**config.mk**
```make
export PLATFORM = sky130hd
export DESIGN_NAME = multirotor_motor_mixer_unit
export DESIGN_NICKNAME = d
export VERILOG_FILES = /design/src/mmm_pkg.sv /design/src/mmm_div.sv /design/src/mmm_cfg.sv /design/src/multirotor_motor_mixer_unit.sv
export SDC_FILE = /design/constraint.sdc
export NUM_CORES = 2
export LEC_CHECK = 0
export ABC_AREA = 1
export BUFFER_PORTS_ARGS = -buffer_cell sky130_fd_sc_hd__buf_4
export CORE_UTILIZATION = 45
export CTS_CLUSTER_DIAMETER = 100
export CTS_CLUSTER_SIZE = 30
export DETAILED_ROUTE_END_ITERATION = 10
export GPL_TIMING_DRIVEN = 1
export SLEW_MARGIN = 20
export SYNTH_ARGS = -nofsm -noshare
export SYNTH_HDL_FRONTEND = slang
export SYNTH_HIERARCHICAL = 1
export SYNTH_SLANG_ARGS = --single-unit
```
**constraint.sdc**
```tcl
create_clock -name clk -period 22.8 [get_ports clk]
set_input_delay 6.84 -clock clk [delete_from_list [all_inputs] [get_ports clk]]
set_output_delay 6.84 -clock clk [all_outputs]
set_load 0.005 [all_outputs]
```
**src/mmm_pkg.sv**
```systemverilog
// shared types, constants and arithmetic helpers for the motor mixer
package mmm_pkg;

    localparam int MAX_MOTORS_DEF = 8;
    localparam int OFF_DRIVE_DEF  = 0;

    localparam int CFG_IDX_W  = 3;
    localparam int CFG_DATA_W = 64;
    localparam int DVD_W      = 32;
    localparam int DSR_W      = 17;
    localparam int PROD_W     = 43;
    localparam int SEED_SCALE = 100;

    typedef enum logic [CFG_IDX_W-1:0] {
        REG_MOTOR_COUNT,
        REG_DRIVE_MIN,
        REG_DRIVE_MAX,
        REG_STICK_THRESHOLD,
        REG_UNIT_SCALE,
        REG_ROLL_COEFS,
        REG_PITCH_COEFS,
        REG_YAW_COEFS
    } cfg_reg_t;

    typedef struct packed {
        logic [3:0]         motor_count;
        logic [11:0]        drive_min;
        logic [11:0]        drive_max;
        logic signed [12:0] stick_threshold;
        logic [7:0]         unit_scale;
        logic [63:0]        roll_coefs;
        logic [63:0]        pitch_coefs;
        logic [63:0]        yaw_coefs;
    } cfg_t;

    function automatic logic signed [15:0] sat16(input logic signed [PROD_W-1:0] v);
        logic signed [15:0] r;
        if (v > 43'sd32767)
            r = 16'sh7fff;
        else if (v < -43'sd32768)
            r = -16'sd32768;
        else
            r = 16'(v);
        return r;
    endfunction

    // divide by 16384 truncating toward zero, then saturate
    function automatic logic signed [15:0] scale_term(input logic signed [PROD_W-1:0] p);
        logic signed [PROD_W-1:0] b;
        b = p + ((p < 0) ? 43'sd16383 : 43'sd0);
        return sat16(b >>> 14);
    endfunction

    function automatic logic [11:0] clamp_drive(input logic signed [19:0] v,
                                                input logic [11:0] mn,
                                                input logic [11:0] mx);
        logic signed [19:0] r;
        r = v;
        if (r < $signed({8'd0, mn}))
            r = $signed({8'd0, mn});
        if (r > $signed({8'd0, mx}))
            r = $signed({8'd0, mx});
        return r[11:0];
    endfunction

endpackage

```
**src/mmm_div.sv**
```systemverilog
// iterative signed divider, one quotient bit per cycle, truncates toward zero
module mmm_div
    import mmm_pkg::*;
(
    input  logic                    clk,
    input  logic                    rst_n,
    input  logic                    start,
    input  logic signed [DVD_W-1:0] dividend,
    input  logic signed [DSR_W-1:0] divisor,
    output logic                    done,
    output logic signed [DVD_W-1:0] quotient
);

    localparam int CNT_W = $clog2(DVD_W + 1);

    logic             busy_reg;
    logic             done_reg;
    logic             neg_reg;
    logic [CNT_W-1:0] cnt_reg;
    logic [DSR_W-1:0] rem_reg;
    logic [DSR_W-1:0] dsr_reg;
    logic [DVD_W-1:0] quo_reg;

    logic [DSR_W:0]   shifted;
    logic [DSR_W:0]   trial;

    assign shifted = {rem_reg, quo_reg[DVD_W-1]};
    assign trial   = shifted - {1'b0, dsr_reg};

    always_ff @(posedge clk or negedge rst_n)
    begin
        if (!rst_n)
        begin
            busy_reg <= 1'b0;
            done_reg <= 1'b0;
            cnt_reg  <= '0;
        end
        else
        begin
            done_reg <= 1'b0;
            if (start)
            begin
                busy_reg <= 1'b1;
                cnt_reg  <= CNT_W'(DVD_W);
            end
            else if (busy_reg)
            begin
                cnt_reg <= cnt_reg - 1'b1;
                if (cnt_reg == CNT_W'(1))
                begin
                    busy_reg <= 1'b0;
                    done_reg <= 1'b1;
                end
            end
        end
    end

    always_ff @(posedge clk)
    begin
        if (start)
        begin
            quo_reg <= dividend[DVD_W-1] ? DVD_W'(-dividend) : DVD_W'(dividend);
            dsr_reg <= divisor[DSR_W-1] ? DSR_W'(-divisor) : DSR_W'(divisor);
            rem_reg <= '0;
            neg_reg <= dividend[DVD_W-1] ^ divisor[DSR_W-1];
        end
        else if (busy_reg)
        begin
            if (!trial[DSR_W])
            begin
                rem_reg <= trial[DSR_W-1:0];
                quo_reg <= {quo_reg[DVD_W-2:0], 1'b1};
            end
            else
            begin
                rem_reg <= shifted[DSR_W-1:0];
                quo_reg <= {quo_reg[DVD_W-2:0], 1'b0};
            end
        end
    end

    assign done     = done_reg;
    assign quotient = neg_reg ? -$signed(quo_reg) : $signed(quo_reg);

endmodule

```
**src/mmm_cfg.sv**
```systemverilog
// configuration register file
module mmm_cfg
    import mmm_pkg::*;
(
    input  logic                  clk,
    input  logic                  rst_n,
    input  logic                  cfg_write,
    input  logic [CFG_IDX_W-1:0]  cfg_index,
    input  logic [CFG_DATA_W-1:0] cfg_data,
    output cfg_t                  cfg
);

    cfg_t cfg_reg;

    always_ff @(posedge clk or negedge rst_n)
    begin
        if (!rst_n)
        begin
            cfg_reg.motor_count     <= 4'd4;
            cfg_reg.drive_min       <= 12'd0;
            cfg_reg.drive_max       <= 12'd2000;
            cfg_reg.stick_threshold <= 13'sd0;
            cfg_reg.unit_scale      <= 8'd10;
            cfg_reg.roll_coefs      <= '0;
            cfg_reg.pitch_coefs     <= '0;
            cfg_reg.yaw_coefs       <= '0;
        end
        else if (cfg_write)
        begin
            case (cfg_reg_t'(cfg_index))
                REG_MOTOR_COUNT:     cfg_reg.motor_count     <= cfg_data[3:0];
                REG_DRIVE_MIN:       cfg_reg.drive_min       <= cfg_data[11:0];
                REG_DRIVE_MAX:       cfg_reg.drive_max       <= cfg_data[11:0];
                REG_STICK_THRESHOLD: cfg_reg.stick_threshold <= $signed(cfg_data[12:0]);
                REG_UNIT_SCALE:      cfg_reg.unit_scale      <= cfg_data[7:0];
                REG_ROLL_COEFS:      cfg_reg.roll_coefs      <= cfg_data;
                REG_PITCH_COEFS:     cfg_reg.pitch_coefs     <= cfg_data;
                REG_YAW_COEFS:       cfg_reg.yaw_coefs       <= cfg_data;
                default:             cfg_reg <= cfg_reg;
            endcase
        end
    end

    assign cfg = cfg_reg;

endmodule

```
**src/multirotor_motor_mixer_unit.sv**
```systemverilog
// Multirotor motor mixer: one input beat gives one result beat per motor, motor 0 first.
// Items are handled one at a time; in_stall is high from acceptance until the last
// result beat is taken. A disarmed item only emits off beats, back to back while
// out_stall stays low. An armed item with the stick at or above the threshold runs
// throttle compensation through the shared divider, once per nonzero cosine; every
// armed item then forms the mixing terms of each motor on the shared multiplier, and
// then per motor takes a plain add, shift or zero-ceiling branch, or a scaled branch
// (multiplier plus divider), before its result beat.
module multirotor_motor_mixer_unit
    import mmm_pkg::*;
#(
    parameter int MAX_MOTORS = MAX_MOTORS_DEF,
    parameter int OFF_DRIVE  = OFF_DRIVE_DEF
)
(
    input  logic                  clk,
    input  logic                  rst_n,
    input  logic                  cfg_write,
    input  logic [CFG_IDX_W-1:0]  cfg_index,
    input  logic [CFG_DATA_W-1:0] cfg_data,
    input  logic                  in_valid,
    output logic                  in_stall,
    input  logic                  armed,
    input  logic signed [12:0]    throttle_stick,
    input  logic signed [15:0]    roll_cosine,
    input  logic signed [15:0]    pitch_cosine,
    input  logic signed [15:0]    roll_demand,
    input  logic signed [15:0]    pitch_demand,
    input  logic signed [15:0]    yaw_demand,
    input  logic signed [15:0]    climb_demand,
    output logic                  out_valid,
    input  logic                  out_stall,
    output logic [2:0]            motor_index,
    output logic [11:0]           drive,
    output logic                  flight_active,
    output logic                  stop_command,
    output logic                  last
);

    localparam int IDX_W = $clog2(MAX_MOTORS);
    localparam int CNT_W = $clog2(MAX_MOTORS + 1);
    localparam logic [11:0] OFF_VAL = 12'(OFF_DRIVE);

    typedef enum logic [2:0] {
        S_IDLE,
        S_THR_R,
        S_THR_P,
        S_MIX,
        S_FIT,
        S_OUT
    } state_t;

    cfg_t cfg;

    mmm_cfg u_cfg (
        .clk       (clk),
        .rst_n     (rst_n),
        .cfg_write (cfg_write),
        .cfg_index (cfg_index),
        .cfg_data  (cfg_data),
        .cfg       (cfg)
    );

    state_t             state_reg;
    logic [3:0]         step_reg;
    logic [CNT_W-1:0]   n_reg;
    logic [CNT_W-1:0]   cnt_reg;
    logic signed [15:0] thr_reg;
    logic signed [15:0] max1_reg;
    logic signed [15:0] max2_reg;
    logic               out_valid_reg;
    logic [2:0]         idx_reg;
    logic [11:0]        drv_reg;
    logic               flying_reg;
    logic               stop_reg;
    logic               last_reg;

    // datapath payload
    logic signed [12:0]       stick_reg;
    logic signed [15:0]       rcos_reg;
    logic signed [15:0]       pcos_reg;
    logic signed [15:0]       rd_reg;
    logic signed [15:0]       pd_reg;
    logic signed [15:0]       yd_reg;
    logic signed [15:0]       cd_reg;
    logic signed [24:0]       acc_reg;
    logic signed [PROD_W-1:0] prod_reg;
    logic signed [15:0]       term_reg;
    logic signed [15:0]       t1_reg [MAX_MOTORS];
    logic signed [15:0]       t2_reg [MAX_MOTORS];

    logic                     in_accept;
    logic [CNT_W-1:0]         cnt_eff;
    logic [14:0]              sc100;
    logic signed [15:0]       max_seed;
    logic [IDX_W-1:0]         nidx;
    logic [2:0]               msel;
    logic signed [7:0]        rc;
    logic signed [7:0]        pc;
    logic signed [7:0]        yc;
    logic signed [16:0]       sc_s;
    logic signed [16:0]       mx_s;
    logic signed [17:0]       mx18;
    logic signed [17:0]       sum1;
    logic signed [17:0]       sum_all;
    logic signed [17:0]       gap;
    logic                     br_all;
    logic                     br_sec;
    logic                     br_pri;
    logic signed [15:0]       t1n;
    logic signed [15:0]       t2n;
    logic signed [19:0]       q20;
    logic signed [19:0]       v_fast;
    logic signed [19:0]       v_slow;

    logic signed [25:0]       mul_a;
    logic signed [16:0]       mul_b;
    logic                     div_start;
    logic signed [DVD_W-1:0]  div_dvd;
    logic signed [DSR_W-1:0]  div_dsr;
    logic                     div_done;
    logic signed [DVD_W-1:0]  div_q;

    mmm_div u_div (
        .clk      (clk),
        .rst_n    (rst_n),
        .start    (div_start),
        .dividend (div_dvd),
        .divisor  (div_dsr),
        .done     (div_done),
        .quotient (div_q)
    );

    assign in_accept = in_valid & ~in_stall;
    assign in_stall  = (state_reg != S_IDLE);

    always_comb
    begin
        if (cfg.motor_count == 4'd0)
            cnt_eff = CNT_W'(1);
        else if (32'(cfg.motor_count) > MAX_MOTORS)
            cnt_eff = CNT_W'(MAX_MOTORS);
        else
            cnt_eff = CNT_W'(cfg.motor_count);
    end

    assign sc100    = 15'(cfg.unit_scale) * 15'(SEED_SCALE);
    assign max_seed = -$signed({1'b0, sc100});

    assign nidx = n_reg[IDX_W-1:0];
    assign msel = 3'(n_reg);
    assign rc   = $signed(cfg.roll_coefs[8*msel +: 8]);
    assign pc   = $signed(cfg.pitch_coefs[8*msel +: 8]);
    assign yc   = $signed(cfg.yaw_coefs[8*msel +: 8]);
    assign sc_s = $signed({9'd0, cfg.unit_scale});
    assign mx_s = $signed({5'd0, cfg.drive_max});
    assign mx18 = $signed({6'd0, cfg.drive_max});

    // fitting branch selection, stable across one motor
    assign sum1    = 18'(max1_reg) + 18'(thr_reg);
    assign sum_all = sum1 + 18'(max2_reg);
    assign gap     = mx18 - sum1;
    assign br_all  = sum_all < mx18;
    assign br_sec  = sum1 < mx18;
    assign br_pri  = 18'(max1_reg) < mx18;

    assign t1n    = t1_reg[nidx];
    assign t2n    = t2_reg[nidx];
    // scaled term can lie far outside the drive range, limit it before the add
    assign q20    = (div_q > 32'sd262143)  ? 20'sd262143 :
                    (div_q < -32'sd262144) ? -20'sd262144 : 20'(div_q);
    assign v_fast = br_all ? 20'(t1n) + 20'(t2n) + 20'(thr_reg)
                           : 20'(t1n) + 20'(mx18 - 18'(max1_reg));
    assign v_slow = br_sec ? 20'(t1n) + 20'(thr_reg) + q20 : q20;

    always_comb
    begin
        mul_a     = '0;
        mul_b     = '0;
        div_start = 1'b0;
        div_dvd   = '0;
        div_dsr   = '0;
        case (state_reg)
            S_THR_R:
            begin
                div_start = (step_reg == 4'd0) && (rcos_reg != 16'sd0);
                div_dvd   = 32'(stick_reg) <<< 14;
                div_dsr   = 17'(rcos_reg);
            end
            S_THR_P:
            begin
                div_start = (step_reg == 4'd0) && (pcos_reg != 16'sd0);
                div_dvd   = 32'(thr_reg) <<< 14;
                div_dsr   = 17'(pcos_reg);
            end
            S_MIX:
            begin
                case (step_reg)
                    4'd0:
                    begin
                        mul_a = 26'(pd_reg);
                        mul_b = 17'(pc);
                    end
                    4'd1:
                    begin
                        mul_a = 26'(rd_reg);
                        mul_b = 17'(rc);
                    end
                    4'd3, 4'd7:
                    begin
                        mul_a = 26'(acc_reg);
                        mul_b = sc_s;
                    end
                    4'd5:
                    begin
                        mul_a = 26'(yd_reg);
                        mul_b = 17'(yc);
                    end
                    default:
                    begin
                        mul_a = '0;
                        mul_b = '0;
                    end
                endcase
            end
            S_FIT:
            begin
                if (br_sec)
                begin
                    mul_a = 26'(t2n);
                    mul_b = 17'(gap);
                    div_dsr = 17'(max2_reg);
                end
                else
                begin
                    mul_a = 26'(t1n);
                    mul_b = mx_s;
                    div_dsr = 17'(max1_reg);
                end
                div_start = (step_reg == 4'd1);
                div_dvd   = 32'(prod_reg);
            end
            default:
            begin
                mul_a = '0;
                mul_b = '0;
            end
        endcase
    end

    always_ff @(posedge clk)
    begin
        prod_reg <= PROD_W'(mul_a * mul_b);
        if (in_accept)
        begin
            stick_reg <= throttle_stick;
            rcos_reg  <= roll_cosine;
            pcos_reg  <= pitch_cosine;
            rd_reg    <= roll_demand;
            pd_reg    <= pitch_demand;
            yd_reg    <= yaw_demand;
            cd_reg    <= climb_demand;
        end
        if (state_reg == S_MIX)
        begin
            case (step_reg)
                4'd1:    acc_reg <= 25'(prod_reg);
                4'd2:    acc_reg <= acc_reg - 25'(prod_reg);
                4'd4:    term_reg <= scale_term(prod_reg);
                4'd5:    t1_reg[nidx] <= term_reg;
                4'd6:    acc_reg <= (25'(cd_reg) <<< 6) + 25'(prod_reg);
                4'd8:    term_reg <= scale_term(prod_reg);
                4'd9:    t2_reg[nidx] <= term_reg;
                default: acc_reg <= acc_reg;
            endcase
        end
    end

    always_ff @(posedge clk or negedge rst_n)
    begin
        if (!rst_n)
        begin
            state_reg     <= S_IDLE;
            step_reg      <= '0;
            n_reg         <= '0;
            cnt_reg       <= '0;
            thr_reg       <= '0;
            max1_reg      <= '0;
            max2_reg      <= '0;
            out_valid_reg <= 1'b0;
            idx_reg       <= '0;
            drv_reg       <= '0;
            flying_reg    <= 1'b0;
            stop_reg      <= 1'b0;
            last_reg      <= 1'b0;
        end
        else
        begin
            case (state_reg)
                S_IDLE:
                begin
                    if (in_accept)
                    begin
                        cnt_reg  <= cnt_eff;
                        n_reg    <= '0;
                        step_reg <= '0;
                        max1_reg <= max_seed;
                        max2_reg <= max_seed;
                        if (!armed)
                        begin
                            flying_reg    <= 1'b0;
                            stop_reg      <= 1'b1;
                            drv_reg       <= OFF_VAL;
                            idx_reg       <= '0;
                            last_reg      <= (cnt_eff == CNT_W'(1));
                            out_valid_reg <= 1'b1;
                            state_reg     <= S_OUT;
                        end
                        else
                        begin
                            stop_reg <= 1'b0;
                            if (throttle_stick < cfg.stick_threshold)
                            begin
                                flying_reg <= 1'b0;
                                thr_reg    <= $signed({4'd0, cfg.drive_min});
                                state_reg  <= S_MIX;
                            end
                            else
                            begin
                                flying_reg <= 1'b1;
                                thr_reg    <= 16'(throttle_stick);
                                state_reg  <= S_THR_R;
                            end
                        end
                    end
                end
                S_THR_R, S_THR_P:
                begin
                    if (step_reg == 4'd0)
                    begin
                        if (div_start)
                            step_reg <= 4'd1;
                        else
                            state_reg <= (state_reg == S_THR_R) ? S_THR_P : S_MIX;
                    end
                    else if (div_done)
                    begin
                        thr_reg   <= sat16(PROD_W'(div_q));
                        step_reg  <= '0;
                        state_reg <= (state_reg == S_THR_R) ? S_THR_P : S_MIX;
                    end
                end
                S_MIX:
                begin
                    step_reg <= step_reg + 1'b1;
                    if (step_reg == 4'd5 && term_reg > max1_reg)
                        max1_reg <= term_reg;
                    if (step_reg == 4'd9)
                    begin
                        if (term_reg > max2_reg)
                            max2_reg <= term_reg;
                        step_reg <= '0;
                        if (n_reg + 1'b1 == cnt_reg)
                        begin
                            n_reg     <= '0;
                            state_reg <= S_FIT;
                        end
                        else
                            n_reg <= n_reg + 1'b1;
                    end
                end
                S_FIT:
                begin
                    case (step_reg)
                        4'd0:
                        begin
                            if (br_all || (!br_sec && br_pri) ||
                                (!br_sec && !br_pri && max1_reg == 16'sd0))
                            begin
                                // shift and add branches, or zero ceiling
                                drv_reg <= (br_all || br_pri)
                                           ? clamp_drive(v_fast, cfg.drive_min,
                                                         cfg.drive_max)
                                           : clamp_drive(20'sd0, cfg.drive_min,
                                                         cfg.drive_max);
                                idx_reg       <= 3'(n_reg);
                                last_reg      <= (n_reg + 1'b1 == cnt_reg);
                                out_valid_reg <= 1'b1;
                                state_reg     <= S_OUT;
                            end
                            else
                                step_reg <= 4'd1;
                        end
                        4'd1:
                            step_reg <= 4'd2;
                        default:
                        begin
                            if (div_done)
                            begin
                                drv_reg <= clamp_drive(v_slow, cfg.drive_min,
                                                       cfg.drive_max);
                                idx_reg       <= 3'(n_reg);
                                last_reg      <= (n_reg + 1'b1 == cnt_reg);
                                out_valid_reg <= 1'b1;
                                step_reg      <= '0;
                                state_reg     <= S_OUT;
                            end
                        end
                    endcase
                end
                S_OUT:
                begin
                    if (!out_stall)
                    begin
                        if (last_reg)
                        begin
                            out_valid_reg <= 1'b0;
                            state_reg     <= S_IDLE;
                        end
                        else
                        begin
                            n_reg <= n_reg + 1'b1;
                            if (stop_reg)
                            begin
                                idx_reg  <= 3'(n_reg + 1'b1);
                                last_reg <= (n_reg + CNT_W'(2) == cnt_reg);
                                drv_reg  <= OFF_VAL;
                            end
                            else
                            begin
                                out_valid_reg <= 1'b0;
                                step_reg      <= '0;
                                state_reg     <= S_FIT;
                            end
                        end
                    end
                end
                default:
                    state_reg <= S_IDLE;
            endcase
        end
    end

    assign out_valid     = out_valid_reg;
    assign motor_index   = idx_reg;
    assign drive         = drv_reg;
    assign flight_active = flying_reg;
    assign stop_command  = stop_reg;
    assign last          = last_reg;

endmodule

```
**Word level (Yosys, flattened, before mapping)**

Memories as Yosys holds them, arrays and structs flattened.
Index checks and enable logic that the tools add are counted.

- RAM bits: 256
- Bits in registers: 591
- Output and inout bits: 20
- Logic and storage cells: 327
- Memories: 2
- Input port bits: 182

- Reductions and logical operators: 50
- Equal/unequal tests: 46
- Shifts and indexed selects: 3
- Multiplexer cells: 141
- $add $sub $neg: 21
- Bitwise logic cells: 3
- $lt $le $gt $ge: 20
- Multipliers: 2

Memory list:

| memory | depth | bits a word | rd ports | clocked after Yosys merged registers in | wr ports | line | RTL |
|---|---|---|---|---|---|---|---|
| t1_reg | 8 | 16 | 1 | 0 | 1 | multirotor_motor_mixer_unit.sv:89 | `logic signed [15:0] t1_reg [MAX_MOTORS];` |
| t2_reg | 8 | 16 | 1 | 0 | 1 | multirotor_motor_mixer_unit.sv:90 | `logic signed [15:0] t2_reg [MAX_MOTORS];` |

Operator list:

| kind | count |
|---|---|
| 20-bit 2-to-1 mux | 15 |
| 16-bit 2-to-1 mux | 13 |
| 64-bit by 7-bit variable part select with 8-bit output | 3 |
| 12-bit 2-to-1 mux | 12 |
| 32-bit 2-to-1 mux | 4 |
| 26-bit case mux with 4 select lines | 1 |
| 16-bit case mux with 2 select lines | 3 |
| 32-bit case mux with 3 select lines | 1 |
| 25-bit case mux with 3 select lines | 1 |
| 17-bit case mux with 4 select lines | 1 |
| 32-bit negator | 2 |
| 20-bit by 13-bit > comparator with 1-bit output | 3 |
| 4-bit 2-to-1 mux | 15 |
| 3-bit 2-to-1 mux | 19 |
| 26-bit case mux with 2 select lines | 1 |
| 16-bit by 16-bit adder with 17-bit output | 3 |
| 17-bit 2-to-1 mux | 3 |
| 17-bit case mux with 3 select lines | 1 |
| 43-bit by 15-bit adder with 43-bit output | 1 |
| 43-bit by 1-bit less-than comparator with 1-bit output (second input constant) | 1 |
| 26-bit by 17-bit multiplier with 43-bit output | 1 |
| 20-bit by 13-bit less-than comparator with 1-bit output | 2 |
| 17-bit by 16-bit adder with 18-bit output | 2 |
| 12-bit case mux with 3 select lines | 1 |
| other kinds (76) | 177 |

**Depth between registers and ports, before layout**

- Depth in word-level cells: 17
- Gate-level depth with buffers: 62
- Depth with buffers taken out: 60

**By module**

The synthesis kept the hierarchy.

Modules (own cells, without submodules):

| module | sequential area each (µm²) | area each (µm²) | cells each | instances |
|---|---|---|---|---|
| multirotor_motor_mixer_unit | 15,104.5 | 53,498.8 | 6,550 | 1 |
| mmm_cfg | 6,042.0 | 9,173.8 | 1,042 | 1 |
| mmm_div | 2,042.0 | 6,497.5 | 945 | 1 |

**Least setup slack after synthesis**

OpenSTA, ideal clock, no wires.

- Path kind: input port to flip-flop
- Start point: in in_valid
- End point: reg flying_reg, in the netlist flight_active
- Data required time: 22.675 ns
- Slack: 10.100 ns
- Setup time: 0.125 ns
- Stages: 4
- Data arrival time: 12.575 ns
- Path through: inv_1 > nor2_1 > inv_1 > a22o_1

- Cells in the longest elaborated chain, start to end: 2

Ends and longest elaborated chain:

| item | line | RTL |
|---|---|---|
| start, declared | multirotor_motor_mixer_unit.sv:21 | `input logic in_valid,` |
| 1-bit AND | multirotor_motor_mixer_unit.sv:134 | `assign in_accept = in_valid & ~in_stall;` |
| via in_accept | multirotor_motor_mixer_unit.sv:92 | `logic in_accept;` |
| 2-bit AND reduction (no source line) | n/a |  |
| end signal, assigned | multirotor_motor_mixer_unit.sv:293 | `flying_reg <= 1'b0;` |
| end signal, assigned | multirotor_motor_mixer_unit.sv:311 | `flying_reg <= 1'b0;` |
| end signal, assigned | multirotor_motor_mixer_unit.sv:324 | `flying_reg <= 1'b0;` |
| end, declared | multirotor_motor_mixer_unit.sv:74 | `logic flying_reg;` |

The timed path passes the listed nets, and every way through them passes these cells.
A chain may end at the register's enable or synchronous reset.

**Worst setup path in the final report**

- Start point: reg max1_reg[0]
- End point: reg prod_reg[40]

- Cells in the longest elaborated chain, start to end: 5
- Elaborated cells on any way between the ends: 8
- Those cells by class: add/sub (2); mul (1); order compare (1); mux (4)

Ends and longest elaborated chain:

| item | line | RTL |
|---|---|---|
| start, declared | multirotor_motor_mixer_unit.sv:69 | `logic signed [15:0] max1_reg;` |
| start signal, assigned | multirotor_motor_mixer_unit.sv:307 | `max1_reg <= max_seed;` |
| start signal, assigned | multirotor_motor_mixer_unit.sv:357 | `max1_reg <= term_reg;` |
| 16-bit by 16-bit adder with 17-bit output (*) | multirotor_motor_mixer_unit.sv:160 | `assign sum1 = 18'(max1_reg) + 18'(thr_reg);` |
| 13-bit by 17-bit subtractor with 17-bit output / 17-bit by 13-bit less-than comparator with 1-bit output (equally long branches) | multirotor_motor_mixer_unit.sv:162, multirotor_motor_mixer_unit.sv:164 |  |
| 17-bit 2-to-1 mux / 26-bit 2-to-1 mux (equally long branches) | multirotor_motor_mixer_unit.sv:228 | `if (br_sec)` |
| 17-bit case mux with 2 select lines / 26-bit case mux with 2 select lines (equally long branches) | multirotor_motor_mixer_unit.sv:183 | `case (state_reg)` |
| 26-bit by 17-bit multiplier with 43-bit output (*) | multirotor_motor_mixer_unit.sv:253 | `prod_reg <= PROD_W'(mul_a * mul_b);` |
| end signal, assigned | multirotor_motor_mixer_unit.sv:253 |  |
| end, declared | multirotor_motor_mixer_unit.sv:87 | `logic signed [PROD_W-1:0] prod_reg;` |

Mark *: on every way between the ends. The rest lies on a longest branch, timed or not.

==> summary.md <==
| Metric | Value |
|---|---|
| CTS tree | `built` |
| Worst R2R End | `prod_reg[40]$_DFF_P_` |
| Worst-path clk slew | `110 ps` |
| Post-Syn Nets | `9642` |
| Flop-to-flop setup slack | `10280 ps` |
| Area of the die | `0.1553 mm2` |
| Worst-Skew Late Latency | `740 ps` |
| Top Ports | `202` |
| Die width | `394.1 um` |
| Drt wl/cell | `24.00 um` |
| H-tree Lvls | `2` |
| Fillers | `14920` |
| Initial DRC count | `5512` |
| Area Growth Syn to Fin | `7.695%` |
| Number of synthesized register bits | `847` |
| Crit Path Max Fanout | `69` |
| Warnings, synthesis | `6` |
| ANT nets after route | `0` |
| Syn Area/Cell | `8.102 um2` |
| Hold Path Origin | `u_div/rem_reg[13]$_SDFFE_PP0P_` |
| Fin crit period | `12520 ps` |
| Core Footprint | `0.1523 mm2` |
| Max-Cap Viols | `0` |
| Final period utilization | `0.5491` |
| # hold bufs at CTS | `0` |
| Hold Violations, Final | `0` |
| CP delay by family, top | `adder cells` |
| Gr ovfl total | `0` |
| Postcts setup bufs | `0` |
| Initial Utilization | `0.4543` |
| Hold Crit Depth | `2` |
| Slew HR | `0.2013` |
| CTS buffer count | `45` |
| Most common cell after layout, fill and taps aside | `nand2_1` |
| Core Util, Final | `0.4892` |
| Yosys top cell by area | `edfxtp_1` |
| Setup CP Type | `reg2reg` |
| Worst Clk Skew | `68.04 ps` |
| Status | `completed` |
| FF-to-FF path depth | `45` |
| Global Route Usage Sum | `0.3272` |
| WHS Endpoint | `u_div/rem_reg[13]$_SDFFE_PP0P_` |
| CTS resizes | `0` |
| DR DRC count | `0` |
| Peak Freq | `0.07988 GHz` |
| Row Count | `143` |
| Detail Placement HPWL | `198500 um` |
| Slowest stage delay, CP | `730 ps` |
| Final setup viols | `0` |
| Largest net degree at the start of global routing | `132` |
| Slowest-stage cell, CP | `inv_1` |
| Routability cong. | `1.021` |
| Max-slew violation total from the final report | `0` |
| Area contributors post-synth | `edfxtp_1 (20%), fa_1 (14%), nand2_1 (12%), dfrtp_1 (12%), ha_1 (8.0%)` |
| Total Wirelength | `255400 um` |
| Top-area cell type share of the netlist area | `0.1980` |
| Layout Nets | `9676` |
| Root cell of the clock tree | `clkbuf_16` |
| Main synth FF type | `edfxtp_1` |
| Total iterations of the first detailed-routing run | `6` |
| Via count | `59190` |
| Largest register FFs | `241` |
| RSZ-0062 raised after global routing | `no` |
| Most frequent cells in the layout | `nand2_1 (2244), inv_1 (1320), nor2_1 (632)` |
| Worst Setup End Kind | `flop` |
| Crit Reg-Reg Startpoint | `max1_reg[0]$_DFFE_PN0P_` |
| Global-route wire length before repair | `379100 um` |
| Share of layout cells above drive strength 1 | `0.06657` |
| Share of synthesized registers carrying an async set or reset | `0.3908` |
| Initial antenna violation count | `18` |
| Sequential share of the synthesized area | `0.3352` |
| Fin Setup TNS | `0 ps` |
| CP Data Arrival Time | `13080 ps` |
| Clk sinks | `847` |
| Synth Cell Area | `0.06917 mm2` |
| Startpoint types | `flop` |
| Vias per inst | `5.564` |
| Critical Path RT | `23360 ps` |
| Number of distinct library cells after synthesis | `78` |
| CTS max path bufs | `3` |
| Hold_ws | `476.9 ps` |
| CP Buf/Inv Count | `9` |
| Cells after synthesis | `8537` |
| Number of global-route vias before repair | `57580` |
| Worst Max-Slew Pin Slew | `1198 ps` |
| Crit path launch | `max1_reg[0]$_DFFE_PN0P_` |
| Number of synthesized flops with an enable pin | `456` |
| Hold/Removal Path Class | `reg2reg` |
| DIE HEIGHT | `394.1 um` |
| CP most frequent cell | `inv_1` |
| IO buf count | `201` |
==> worst register-to-register path, delay by kind of cell, from the launching register on <==
kind / cells / cell delay (ps)
xor gates and xnor gates: 2 / 400
DFF: 1 / 570
and+or+nand+nor: 15 / 2470
adders and majority gates: 10 / 4730
buffers and inverters: 9 / 2130
AOI/OAI and AO/OA: 9 / 2060
==> kinds of logic after synthesis <==
group	count (synthesis)	synth area share
AO/OA/AOI/OAI	1324	0.1115
XOR/XNOR	218	0.02771
adder cells (fa/ha/maj)	923	0.2191
buffers and inverters	1661	0.09399
flip-flops	847	0.3352
AND/OR/NAND/NOR	3564	0.2125
==> layout make-up <==
cell class / instances / area [um2] / area share
well taps: 2030 / 2540 / 0.03410
clock buffers: 58 / 1175 / 0.01577
flip-flops and latches: 847 / 23200 / 0.3114
repair buffers: 302 / 2307 / 0.03097
inverters: 1346 / 5062 / 0.06796
diodes: 1 / 2.502 / 0.00003359
clock inverters: 25 / 480.5 / 0.006450
multi-input cells: 6029 / 39730 / 0.5333
==> synth_stat cells, types with 84 or more instances <==
library cell  instances
edfxtp_1            456
o21ai_0             529
nor2_1              637
fa_1                480
inv_1              1322
ha_1                443
a21oi_1             372
buf_2                96
nand3_1             371
xor2_1              140
dfrtp_1             322
nand2_1            2248
clkbuf_1            183
nor3_1               84
==> how the worst max path moves through the flow <==
stage / endpoint / slack [ps] / cells after the start
5_1_grt: prod_reg[37]$_DFF_P_ / 9500 / 48
4_1_cts: prod_reg[40]$_DFF_P_ / 10390 / 45
3_3_place_gp: prod_reg[40]$_DFF_P_ / 10640 / 45
6_report: prod_reg[40]$_DFF_P_ / 10280 / 45
2_1_floorplan: flight_active$_DFFE_PN0P_ / 10100 / 4
3_5_place_dp: prod_reg[40]$_DFF_P_ / 10480 / 45
==> layer usage <==
layer | part of all wire | vias to the layer above | global-route usage
met5 | 0.00027 | - | 0
met4 | 0.046 | 10 | 0.1346
met3 | 0.067 | 414 | 0.03906
met2 | 0.46 | 2103 | 0.5286
met1 | 0.42 | 29100 | 0.4453
li1 | - | 27570 | -
==> per-stage QoR <==
step           cell area, um2  cells  setup slack (ps)
4_1_cts                 74460  10640             10390
6_report                74490  10640             10280
3_3_place_gp            72810  10550             10640
2_1_floorplan           69170   8537             10100
3_5_place_dp            72810  10550             10480
5_1_grt                 74490  10640              9495
Power is left out: the tool's default activity adds up to more than one toggle a clock period on the data nets, which glitch-free logic cannot reach.
